`config.mk`:
```
export PLATFORM = sky130hd
export DESIGN_NAME = weighted_rule_mixer
export DESIGN_NICKNAME = d
export VERILOG_FILES = /design/src/hw/rtl/wrm_pkg.sv /design/src/hw/rtl/wrm_front.sv /design/src/hw/rtl/wrm_queue.sv /design/src/hw/rtl/wrm_back.sv /design/src/hw/rtl/weighted_rule_mixer.sv
export SDC_FILE = /design/constraint.sdc
export NUM_CORES = 2
export LEC_CHECK = 0
export BUFFER_PORTS_ARGS = -buffer_cell sky130_fd_sc_hd__buf_4
export CELL_PAD_IN_SITES_DETAIL_PLACEMENT = 0
export CELL_PAD_IN_SITES_GLOBAL_PLACEMENT = 2
export CORE_MARGIN = 4
export CORE_UTILIZATION = 40
export CTS_CLUSTER_SIZE = 8
export DETAILED_ROUTE_END_ITERATION = 12
export PLACE_DENSITY_LB_ADDON = 0.1
export REMOVE_ABC_BUFFERS = 1
export SLEW_MARGIN = 20
export SYNTH_ARGS = -nofsm -noshare
export SYNTH_HDL_FRONTEND = slang
export SYNTH_SLANG_ARGS = --single-unit
```
`constraint.sdc`:
```
create_clock -name clock -period 11.1 [get_ports clock]
set_input_delay 2.22 -clock clock [delete_from_list [all_inputs] [get_ports clock]]
set_output_delay 2.22 -clock clock [all_outputs]
set_load 0.01 [all_outputs]
```
`src/hw/rtl/wrm_pkg.sv`:
```
// Package of shared types and constants for the weighted rule mixer.
`timescale 1ns / 1ps

package wrm_pkg;

   localparam int AXIS_W      = 16;
   localparam int RULE_SLOTS  = 8;
   localparam int PAIR_REGS   = 4;
   localparam int RULE_W      = 32;
   localparam int WEIGHT_W    = 16;
   localparam int WEIGHT_ONE  = 16384;
   localparam int ACC_W       = 35;
   localparam int FRAC_SHIFT  = 14;
   localparam int ROUND_HALF  = 8192;
   localparam int MIX_MAX     = 32767;
   localparam int MIX_MIN     = -32768;
   localparam int NUM_W       = 4;
   localparam int COUNT_W     = 5;
   localparam int SLOT_W      = 3;
   localparam int QUEUE_DEPTH = 2;
   localparam int CSR_IDX_W   = 3;
   localparam int CSR_DATA_W  = 64;

   // Register indexes of the write port.
   localparam logic [CSR_IDX_W-1:0] CSR_RULE_PAIR_0 = 3'd0;
   localparam logic [CSR_IDX_W-1:0] CSR_RULE_PAIR_1 = 3'd1;
   localparam logic [CSR_IDX_W-1:0] CSR_RULE_PAIR_2 = 3'd2;
   localparam logic [CSR_IDX_W-1:0] CSR_RULE_PAIR_3 = 3'd3;
   localparam logic [CSR_IDX_W-1:0] CSR_MOTOR_COUNT = 3'd4;
   localparam logic [CSR_IDX_W-1:0] CSR_SERVO_COUNT = 3'd5;

   // Source axis codes held in a rule.
   localparam logic [1:0] SRC_THROTTLE = 2'd0;
   localparam logic [1:0] SRC_PITCH    = 2'd1;
   localparam logic [1:0] SRC_ROLL     = 2'd2;
   localparam logic [1:0] SRC_YAW      = 2'd3;

   // Target kind codes.
   localparam logic KIND_MOTOR = 1'b0;
   localparam logic KIND_SERVO = 1'b1;

   typedef struct packed {
      logic signed [AXIS_W-1:0] throttle_in;
      logic signed [AXIS_W-1:0] pitch_in;
      logic signed [AXIS_W-1:0] roll_in;
      logic signed [AXIS_W-1:0] yaw_in;
   } req_type;

   typedef struct packed {
      logic                     target_kind;
      logic [SLOT_W-1:0]        target_slot;
      logic signed [AXIS_W-1:0] mix_value;
      logic                     clipped;
      logic                     last_of_run;
   } rsp_type;

   typedef struct packed {
      logic [RULE_SLOTS-1:0][RULE_W-1:0] rule_word;
      logic [NUM_W-1:0]                  motor_num;
      logic [NUM_W-1:0]                  servo_num;
   } cfg_type;

   typedef struct packed {
      logic                       enable;
      logic                       kind;
      logic [SLOT_W-1:0]          index;
      logic [1:0]                 source;
      logic signed [WEIGHT_W-1:0] weight;
   } rule_type;

   typedef enum logic [1:0] {
      ST_IDLE,
      ST_MAC,
      ST_DRAIN,
      ST_EMIT
   } back_state_type;

   function automatic rule_type rule_decode(input logic [RULE_W-1:0] word);
      rule_type r;
      r.enable = word[0];
      r.kind   = word[1];
      r.index  = word[4:2];
      r.source = word[6:5];
      r.weight = word[22:7];
      return r;
   endfunction

endpackage

```
`src/hw/rtl/wrm_front.sv`:
```
// Front end: takes input beats, drops those that cause no result, feeds the queue.
`timescale 1ns / 1ps

module wrm_front (
   input  logic             clock,
   input  logic             reset,
   input  logic             req_valid,
   output logic             req_ready,
   input  wrm_pkg::req_type req_data,
   input  wrm_pkg::cfg_type cfg,
   input  logic             q_full,
   output logic             q_push,
   output wrm_pkg::req_type q_push_data
);

   logic             hold_vld_ff, hold_vld_in;
   wrm_pkg::req_type hold_data_ff;
   logic             no_output;
   logic             leave;
   logic             accept;

   // With both counts at zero an item produces nothing and is retired here.
   assign no_output   = (cfg.motor_num == '0) && (cfg.servo_num == '0);
   assign leave       = hold_vld_ff && (no_output || !q_full);
   assign req_ready   = !hold_vld_ff || leave;
   assign accept      = req_valid && req_ready;
   assign q_push      = hold_vld_ff && !no_output && !q_full;
   assign q_push_data = hold_data_ff;

   always_comb begin
      hold_vld_in = hold_vld_ff;
      if (accept) begin
         hold_vld_in = 1'b1;
      end else if (leave) begin
         hold_vld_in = 1'b0;
      end
   end

   always_ff @(posedge clock) begin
      if (reset) begin
         hold_vld_ff <= 1'b0;
      end else begin
         hold_vld_ff <= hold_vld_in;
      end
   end

   always_ff @(posedge clock) begin
      if (accept) begin
         hold_data_ff <= req_data;
      end
   end

endmodule

```
`src/hw/rtl/wrm_queue.sv`:
```
// Short queue of accepted items between the front end and the mixing engine.
`timescale 1ns / 1ps

module wrm_queue (
   input  logic             clock,
   input  logic             reset,
   input  logic             push,
   input  wrm_pkg::req_type push_data,
   output logic             full,
   input  logic             pop,
   output logic             not_empty,
   output wrm_pkg::req_type head_data
);

   localparam int PTR_W = (wrm_pkg::QUEUE_DEPTH > 1) ? $clog2(wrm_pkg::QUEUE_DEPTH) : 1;
   localparam int CNT_W = $clog2(wrm_pkg::QUEUE_DEPTH + 1);
   localparam logic [PTR_W-1:0] LAST_PTR = PTR_W'(wrm_pkg::QUEUE_DEPTH - 1);

   wrm_pkg::req_type entry_ff [wrm_pkg::QUEUE_DEPTH];
   logic [PTR_W-1:0] wr_ptr_ff, wr_ptr_in;
   logic [PTR_W-1:0] rd_ptr_ff, rd_ptr_in;
   logic [CNT_W-1:0] fill_ff, fill_in;

   assign full      = (fill_ff == CNT_W'(wrm_pkg::QUEUE_DEPTH));
   assign not_empty = (fill_ff != '0);
   assign head_data = entry_ff[rd_ptr_ff];

   always_comb begin
      wr_ptr_in = wr_ptr_ff;
      rd_ptr_in = rd_ptr_ff;
      fill_in   = fill_ff;
      if (push) begin
         wr_ptr_in = (wr_ptr_ff == LAST_PTR) ? '0 : wr_ptr_ff + 1'b1;
      end
      if (pop) begin
         rd_ptr_in = (rd_ptr_ff == LAST_PTR) ? '0 : rd_ptr_ff + 1'b1;
      end
      if (push && !pop) begin
         fill_in = fill_ff + 1'b1;
      end else if (pop && !push) begin
         fill_in = fill_ff - 1'b1;
      end
   end

   always_ff @(posedge clock) begin
      if (reset) begin
         wr_ptr_ff <= '0;
         rd_ptr_ff <= '0;
         fill_ff   <= '0;
      end else begin
         wr_ptr_ff <= wr_ptr_in;
         rd_ptr_ff <= rd_ptr_in;
         fill_ff   <= fill_in;
      end
   end

   always_ff @(posedge clock) begin
      if (push) begin
         entry_ff[wr_ptr_ff] <= push_data;
      end
   end

endmodule

```
`src/hw/rtl/wrm_back.sv`:
```
// Engine: one rule per cycle into per-output sums, then one result per cycle unless stalled.
`timescale 1ns / 1ps

module wrm_back #(
   parameter int RULES  = 8,
   parameter int MOTORS = 8,
   parameter int SERVOS = 8
) (
   input  logic             clock,
   input  logic             reset,
   input  wrm_pkg::cfg_type cfg,
   input  logic             q_not_empty,
   input  wrm_pkg::req_type q_head,
   output logic             q_pop,
   output logic             rsp_valid,
   input  logic             rsp_ready,
   output wrm_pkg::rsp_type rsp_data
);

   localparam int LANES  = MOTORS + SERVOS;
   localparam int LANE_W = $clog2(LANES);
   localparam int RCNT_W = $clog2(RULES + 1);
   localparam int CW     = wrm_pkg::COUNT_W;
   localparam int Q_W    = wrm_pkg::ACC_W - wrm_pkg::FRAC_SHIFT + 1;

   wrm_pkg::back_state_type state_ff, state_in;

   logic                            pop_go, mac_go, emit_step;
   logic [RCNT_W-1:0]               rule_ff, rule_in;
   logic [CW-1:0]                   emit_ff, emit_in;
   wrm_pkg::req_type                axes_ff;
   logic signed [wrm_pkg::ACC_W-1:0] acc_ff [LANES];
   logic signed [wrm_pkg::ACC_W-1:0] acc_in [LANES];
   logic                            prod_vld_ff, prod_vld_in;
   logic signed [31:0]              prod_ff, prod_in;
   logic [LANE_W-1:0]               lane_ff, lane_in;
   logic                            rsp_vld_ff, rsp_vld_in;
   wrm_pkg::rsp_type                rsp_data_ff, rsp_data_in;

   logic                            rule_last, last_emit;
   wrm_pkg::rule_type               rule;
   logic                            rule_ok;
   logic [wrm_pkg::NUM_W-1:0]       kind_num;
   logic signed [wrm_pkg::AXIS_W-1:0] axis_sel;
   logic [CW-1:0]                   rule_lane5;
   logic [CW-1:0]                   total, slot5, out_lane5;
   logic                            out_kind;
   logic signed [wrm_pkg::ACC_W-1:0] acc_sel;
   logic signed [wrm_pkg::ACC_W:0]   rnd_sum;
   logic signed [Q_W-1:0]            q_val;

   assign rule_last = (rule_ff == RCNT_W'(RULES - 1));
   assign total     = CW'(cfg.motor_num) + CW'(cfg.servo_num);
   assign last_emit = (emit_ff == total - CW'(1));

   // Next state.
   always_comb begin
      state_in = state_ff;
      case (state_ff)
         wrm_pkg::ST_IDLE: begin
            if (q_not_empty) begin
               state_in = wrm_pkg::ST_MAC;
            end
         end
         wrm_pkg::ST_MAC: begin
            if (rule_last) begin
               state_in = wrm_pkg::ST_DRAIN;
            end
         end
         wrm_pkg::ST_DRAIN: begin
            state_in = wrm_pkg::ST_EMIT;
         end
         wrm_pkg::ST_EMIT: begin
            if (emit_step && last_emit) begin
               state_in = wrm_pkg::ST_IDLE;
            end
         end
         default: begin
            state_in = wrm_pkg::ST_IDLE;
         end
      endcase
   end

   // Control strobes.
   always_comb begin
      pop_go    = 1'b0;
      mac_go    = 1'b0;
      emit_step = 1'b0;
      case (state_ff)
         wrm_pkg::ST_IDLE: begin
            pop_go = q_not_empty;
         end
         wrm_pkg::ST_MAC: begin
            mac_go = 1'b1;
         end
         wrm_pkg::ST_DRAIN: begin
         end
         wrm_pkg::ST_EMIT: begin
            emit_step = !rsp_vld_ff || rsp_ready;
         end
         default: begin
         end
      endcase
   end

   assign q_pop = pop_go;

   // Rule decode and product for the rule in hand.
   always_comb begin
      rule     = wrm_pkg::rule_decode(cfg.rule_word[3'(rule_ff)]);
      kind_num = (rule.kind == wrm_pkg::KIND_SERVO) ? cfg.servo_num : cfg.motor_num;
      rule_ok  = (32'(rule_ff) < wrm_pkg::RULE_SLOTS) && rule.enable &&
                 (rule.weight >= -16'(wrm_pkg::WEIGHT_ONE)) &&
                 (rule.weight <= 16'(wrm_pkg::WEIGHT_ONE)) &&
                 ({1'b0, rule.index} < kind_num);
      case (rule.source)
         wrm_pkg::SRC_THROTTLE: axis_sel = axes_ff.throttle_in;
         wrm_pkg::SRC_PITCH:    axis_sel = axes_ff.pitch_in;
         wrm_pkg::SRC_ROLL:     axis_sel = axes_ff.roll_in;
         wrm_pkg::SRC_YAW:      axis_sel = axes_ff.yaw_in;
         default:               axis_sel = axes_ff.throttle_in;
      endcase
      prod_in     = axis_sel * rule.weight;
      rule_lane5  = (rule.kind == wrm_pkg::KIND_SERVO) ?
                    CW'(MOTORS) + CW'(rule.index) : CW'(rule.index);
      lane_in     = rule_lane5[LANE_W-1:0];
      prod_vld_in = mac_go && rule_ok;
      rule_in     = pop_go ? '0 : (mac_go ? rule_ff + 1'b1 : rule_ff);
   end

   // Each lane keeps its own adder.
   always_comb begin
      for (int i = 0; i < LANES; i++) begin
         acc_in[i] = acc_ff[i];
         if (pop_go) begin
            acc_in[i] = '0;
         end else if (prod_vld_ff && (lane_ff == LANE_W'(i))) begin
            acc_in[i] = acc_ff[i] + wrm_pkg::ACC_W'(prod_ff);
         end
      end
   end

   // Result for the current emit position: round half up, then saturate.
   always_comb begin
      out_kind  = (emit_ff >= CW'(cfg.motor_num));
      slot5     = out_kind ? emit_ff - CW'(cfg.motor_num) : emit_ff;
      out_lane5 = out_kind ? CW'(MOTORS) + slot5 : slot5;
      acc_sel   = acc_ff[out_lane5[LANE_W-1:0]];
      rnd_sum   = (wrm_pkg::ACC_W + 1)'(acc_sel) +
                  (wrm_pkg::ACC_W + 1)'(wrm_pkg::ROUND_HALF);
      q_val     = rnd_sum[wrm_pkg::ACC_W:wrm_pkg::FRAC_SHIFT];

      rsp_data_in             = rsp_data_ff;
      rsp_data_in.target_kind = out_kind;
      rsp_data_in.target_slot = slot5[wrm_pkg::SLOT_W-1:0];
      rsp_data_in.last_of_run = last_emit;
      if (q_val > Q_W'(wrm_pkg::MIX_MAX)) begin
         rsp_data_in.mix_value = 16'(wrm_pkg::MIX_MAX);
         rsp_data_in.clipped   = 1'b1;
      end else if (q_val < Q_W'(wrm_pkg::MIX_MIN)) begin
         rsp_data_in.mix_value = 16'(wrm_pkg::MIX_MIN);
         rsp_data_in.clipped   = 1'b1;
      end else begin
         rsp_data_in.mix_value = q_val[wrm_pkg::AXIS_W-1:0];
         rsp_data_in.clipped   = 1'b0;
      end

      emit_in    = pop_go ? '0 : (emit_step ? emit_ff + 1'b1 : emit_ff);
      rsp_vld_in = emit_step ? 1'b1 : (rsp_ready ? 1'b0 : rsp_vld_ff);
   end

   assign rsp_valid = rsp_vld_ff;
   assign rsp_data  = rsp_data_ff;

   always_ff @(posedge clock) begin
      if (reset) begin
         state_ff    <= wrm_pkg::ST_IDLE;
         rule_ff     <= '0;
         emit_ff     <= '0;
         prod_vld_ff <= 1'b0;
         rsp_vld_ff  <= 1'b0;
      end else begin
         state_ff    <= state_in;
         rule_ff     <= rule_in;
         emit_ff     <= emit_in;
         prod_vld_ff <= prod_vld_in;
         rsp_vld_ff  <= rsp_vld_in;
      end
   end

   always_ff @(posedge clock) begin
      if (pop_go) begin
         axes_ff <= q_head;
      end
      prod_ff <= prod_in;
      lane_ff <= lane_in;
      for (int i = 0; i < LANES; i++) begin
         acc_ff[i] <= acc_in[i];
      end
      if (emit_step) begin
         rsp_data_ff <= rsp_data_in;
      end
   end

endmodule

```
`src/hw/rtl/weighted_rule_mixer.sv`:
```
// Top level of the weighted rule mixer: register file, front end, queue and mixing engine.
`timescale 1ns / 1ps

//  Channel   Direction  Handshake              Beat
//  req_      in         req_valid / req_ready  throttle, pitch, roll and yaw, Q1.15
//  rsp_      out        rsp_valid / rsp_ready  one mixed motor or servo value
//  csr_      in         csr_wr_en              register index and 64-bit write data
//
//  An item whose counts are both zero is retired in the front end and causes no beat.
//  Otherwise the engine applies each of the RULES rules through its single multiplier,
//  drains the product register, then writes each result into the output register and
//  picks up the next item. Reset is synchronous and clears the register file and all
//  control state.
//  The queue lets the front end keep taking beats while the engine stalls on rsp_ready.

module weighted_rule_mixer #(
   parameter int RULES  = 8,
   parameter int MOTORS = 8,
   parameter int SERVOS = 8
) (
   input  logic                              clock,
   input  logic                              reset,
   input  logic                              req_valid,
   output logic                              req_ready,
   input  wrm_pkg::req_type                  req_data,
   output logic                              rsp_valid,
   input  logic                              rsp_ready,
   output wrm_pkg::rsp_type                  rsp_data,
   input  logic                              csr_wr_en,
   input  logic [wrm_pkg::CSR_IDX_W-1:0]     csr_index,
   input  logic [wrm_pkg::CSR_DATA_W-1:0]    csr_wdata
);

   // Register file. Indexes beyond the servo count register are ignored.
   logic [wrm_pkg::CSR_DATA_W-1:0] rule_pair_ff [wrm_pkg::PAIR_REGS];
   logic [wrm_pkg::NUM_W-1:0]      motor_count_ff;
   logic [wrm_pkg::NUM_W-1:0]      servo_count_ff;

   wrm_pkg::cfg_type cfg;
   logic             q_full, q_push, q_pop, q_not_empty;
   wrm_pkg::req_type q_push_data, q_head;

   always_ff @(posedge clock) begin
      if (reset) begin
         for (int p = 0; p < wrm_pkg::PAIR_REGS; p++) begin
            rule_pair_ff[p] <= '0;
         end
         motor_count_ff <= '0;
         servo_count_ff <= '0;
      end else if (csr_wr_en) begin
         case (csr_index)
            wrm_pkg::CSR_RULE_PAIR_0: rule_pair_ff[0] <= csr_wdata;
            wrm_pkg::CSR_RULE_PAIR_1: rule_pair_ff[1] <= csr_wdata;
            wrm_pkg::CSR_RULE_PAIR_2: rule_pair_ff[2] <= csr_wdata;
            wrm_pkg::CSR_RULE_PAIR_3: rule_pair_ff[3] <= csr_wdata;
            wrm_pkg::CSR_MOTOR_COUNT: motor_count_ff <= csr_wdata[wrm_pkg::NUM_W-1:0];
            wrm_pkg::CSR_SERVO_COUNT: servo_count_ff <= csr_wdata[wrm_pkg::NUM_W-1:0];
            default: begin
            end
         endcase
      end
   end

   // Each pair register holds its even rule in the low half and its odd rule in the high
   // half. Counts larger than the number of outputs built are held at that number.
   always_comb begin
      for (int p = 0; p < wrm_pkg::PAIR_REGS; p++) begin
         cfg.rule_word[2*p]     = rule_pair_ff[p][wrm_pkg::RULE_W-1:0];
         cfg.rule_word[2*p + 1] = rule_pair_ff[p][2*wrm_pkg::RULE_W-1:wrm_pkg::RULE_W];
      end
      cfg.motor_num = (motor_count_ff > wrm_pkg::NUM_W'(MOTORS)) ?
                      wrm_pkg::NUM_W'(MOTORS) : motor_count_ff;
      cfg.servo_num = (servo_count_ff > wrm_pkg::NUM_W'(SERVOS)) ?
                      wrm_pkg::NUM_W'(SERVOS) : servo_count_ff;
   end

   wrm_front u_front (
      .clock       (clock),
      .reset       (reset),
      .req_valid   (req_valid),
      .req_ready   (req_ready),
      .req_data    (req_data),
      .cfg         (cfg),
      .q_full      (q_full),
      .q_push      (q_push),
      .q_push_data (q_push_data)
   );

   wrm_queue u_queue (
      .clock     (clock),
      .reset     (reset),
      .push      (q_push),
      .push_data (q_push_data),
      .full      (q_full),
      .pop       (q_pop),
      .not_empty (q_not_empty),
      .head_data (q_head)
   );

   wrm_back #(
      .RULES  (RULES),
      .MOTORS (MOTORS),
      .SERVOS (SERVOS)
   ) u_back (
      .clock       (clock),
      .reset       (reset),
      .cfg         (cfg),
      .q_not_empty (q_not_empty),
      .q_head      (q_head),
      .q_pop       (q_pop),
      .rsp_valid   (rsp_valid),
      .rsp_ready   (rsp_ready),
      .rsp_data    (rsp_data)
   );

endmodule
```
==> results.toml <==
[status]
run_status = "finished, final reports clean"

[synth]
ys_warn_count = 0
synth.area.top_cells = "edfxtp_1 (18%), dfxtp_1 (16%), ha_1 (10%)"
avgSynthCellArea_um2 = 8.993
yosysTopAreaCell = "edfxtp_1"
yosys.cell_types.count = 99
async_flop_share_pct = 0
ys_seq_elements = 1084
netlist_area_um2 = 78650
synth_seq_area_share_pct = 33.47
synth_cells = 8745
ys.flop_type = "dfxtp_1"
synth_edf_count = 462
synth_top_area_share_pct = 17.64

[clock_tree]
clk_latency_ps = 840
root_buffer = "clkbuf_16"
post_cts_buffers = 0
cts_resized = 0
cts_tree = "done"
htreeDepth = 4
cts_sinks = 1084
clockBufferDepth = 3
path_clk_slew_ps = 60
cts_buffers = 159
hold_buffers = 0

[die]
rows = 162
design.core.area_um2 = 195200
die_area_um2 = 203800
ios = 160
die_w_um = 451.4
die_h_um = 451.4
start_util_pct = 40.29

[timing]
finalClockSkew_ps = 56.76
fmax_ghz = 0.1066
drv_slew = 0
worst_slack_ps = 1722
setup_viol = 0
finalHoldViolCount = 0
period_minus_slack_ps = 9378
fin_crit_sh_pct = 84.49
relSlewSlack_pct = 26.51
tightest_slew_ps = 1102
rsz0062_at_grt = "false"

[routing]
wirelength_um = 246700
drt-initial-drc-count = 3568
route.detailed.drc = 0
vias = 64050
final_antenna_net_count = 0
wl_per_cell_um = 21.32
dr.pass1.iters = 6
via_per_inst = 5.534

[place]
pre_cts_ws_ps = 1568
placed_cells = 11330
portBuffers = 141
place.gp.congestion = 0.8957
dpl.hpwl_um = 175200

[global_route]
grt_pass1_vias = 65210
grt_usage_pct = 23.83
grt_pass1_wl_um = 379500
grt_antenna_before_repair = 2
grt_max_degree = 126
overflow = 0

[finish]
fin_cells = 11570
drive_gt1_share_pct = 8.751
post-route-util_pct = 45.01
seqCellArea_um2 = 26340
multiInputGateArea_um2 = 49300
area_delta_synth_final_pct = 11.72
nets = 9925
nFillCells = 18950

[min_path]
min_path_type = "reg -> reg"

[worst_setup_path]
cp.required_ps = 11850
path_class = "reg -> reg"
worstSetupStartpointType = "register"
critPathArrivalTime_ps = 10130
path_max_fanout = 24
cp-end-kind = "register"

[job]
cap_violations = 0
## final timing paths
kind	start	to	slack [ps]	depth (start not counted)
worst min-delay path	u_front.q_push_data[56]	u_queue.entry_ff[1][56]	420	0
worst max register to register	u_back.rule_ff[0]	u_back.prod_ff[31]	1720	27
worst min register to register	u_front.q_push_data[56]	u_queue.entry_ff[1][56]	420	0
worst max-delay path	u_back.rule_ff[0]	u_back.prod_ff[31]	1720	27
## routing by layer
metal	up-vias	routed length [µm]	share of wire [%]	GRT usage, %
li1	31270	-	-	-
met1	31130	105900	43	29.22
met2	1240	122000	49	42.70
met3	409	9716	3.9	3.073
met4	2	9071	3.7	8.743
met5	-	13	0.0053	0
## placed cells by master (no fill, tap or decap), types with 104 or more instances in the layout
master and n:
a21oi_1 862, inv_1 494, nand3_1 229, nand2b_1 104, clkbuf_16 160, xor2_1 160, a31oi_1 109, fa_1 280
nor2_1 489, xnor2_1 325, a21o_1 309, buf_4 294, dfxtp_1 616, edfxtp_1 462, and2_1 225, ha_1 647
o21ai_0 295, a211oi_1 193, nand2_1 1311
## cell families (layout without fill, tap and decap cells)
logic type | Yosys count | after routing | share of synthesized area, %
flops | 1084 | 1084 | 33.47
compound gates | 2256 | 2256 | 18.28
buf+inv | 838 | 1041 | 4.119
other cells | 0 | 2 | 0
mux | 258 | 258 | 4.315
simple gates | 2897 | 2897 | 16.99
fa+ha+maj | 927 | 927 | 17.42
xor+xnor | 485 | 485 | 5.401
## synthesized netlist by cell type (105+ instances only)
cell type	count
a31oi_1	109
edfxtp_1	462
a21oi_1	862
o21ai_0	298
nand2_1	1312
nand3_1	231
xnor2_1	325
dfxtp_1	622
and2_1	228
clkbuf_1	279
inv_1	494
a211oi_1	193
ha_1	647
mux2i_1	105
xor2_1	160
nor2_1	502
nor3_1	108
fa_1	280
a21o_1	311
## layout make-up
type / count / share of cell area [%]
multi-input cells: 6823 / 56.11
well taps: 2624 / 3.737
repair buffers: 296 / 2.558
flip-flops and latches: 1084 / 29.97
inverters: 498 / 2.139
clock inverters: 17 / 0.5084
clock buffers: 230 / 4.970
diodes: 2 / 0.005696
## stage by stage
stage / TNS (ps) / area [µm²] / hold WS [ps]
6_report: 0 / 87860 / 424.8
5_1_grt: 0 / 87860 / 447.5
4_1_cts: 0 / 87860 / 424.0
3_5_place_dp: 0 / 83050 / 430.4
3_3_place_gp: 0 / 83050 / 422.2
2_1_floorplan: -2826120 / 77280 / 421.5
## state kept, by name, indices dropped and copies added (netlist names), 2 cells and up
name,cells
u_front.q_push_data,64
u_back.rule_ff,4
u_back.state_ff,2
u_back.acc_ff,560
u_queue.entry_ff,128
rule_pair_ff,184
u_back.lane_ff,4
servo_count_ff,4
u_back.rsp_data,22
u_back.emit_ff,5
u_back.axes_ff,64
motor_count_ff,4
u_queue.fill_ff,2
u_back.prod_ff,32
## critical path, stage by stage (launching register included)
cell	delay, ps
dfxtp_4	590
mux4_2	590
mux2i_4	520
buf_12	270
mux2i_1	110
mux2i_1	810
nand2_1	160
fa_1	530
fa_1	480
fa_1	540
fa_1	560
inv_1	50
fa_1	470
inv_1	50
fa_1	470
inv_1	40
ha_1	320
a21o_1	170
a21o_1	200
a2111o_1	310
and2_1	170
a41o_1	310
nor3b_1	220
o311ai_0	540
a31oi_1	230
a21o_1	230
a21oi_1	180
xnor2_1	130
Power is left out: the tool's default activity adds up to more than one toggle a clock period on the data nets, which glitch-free logic cannot reach.
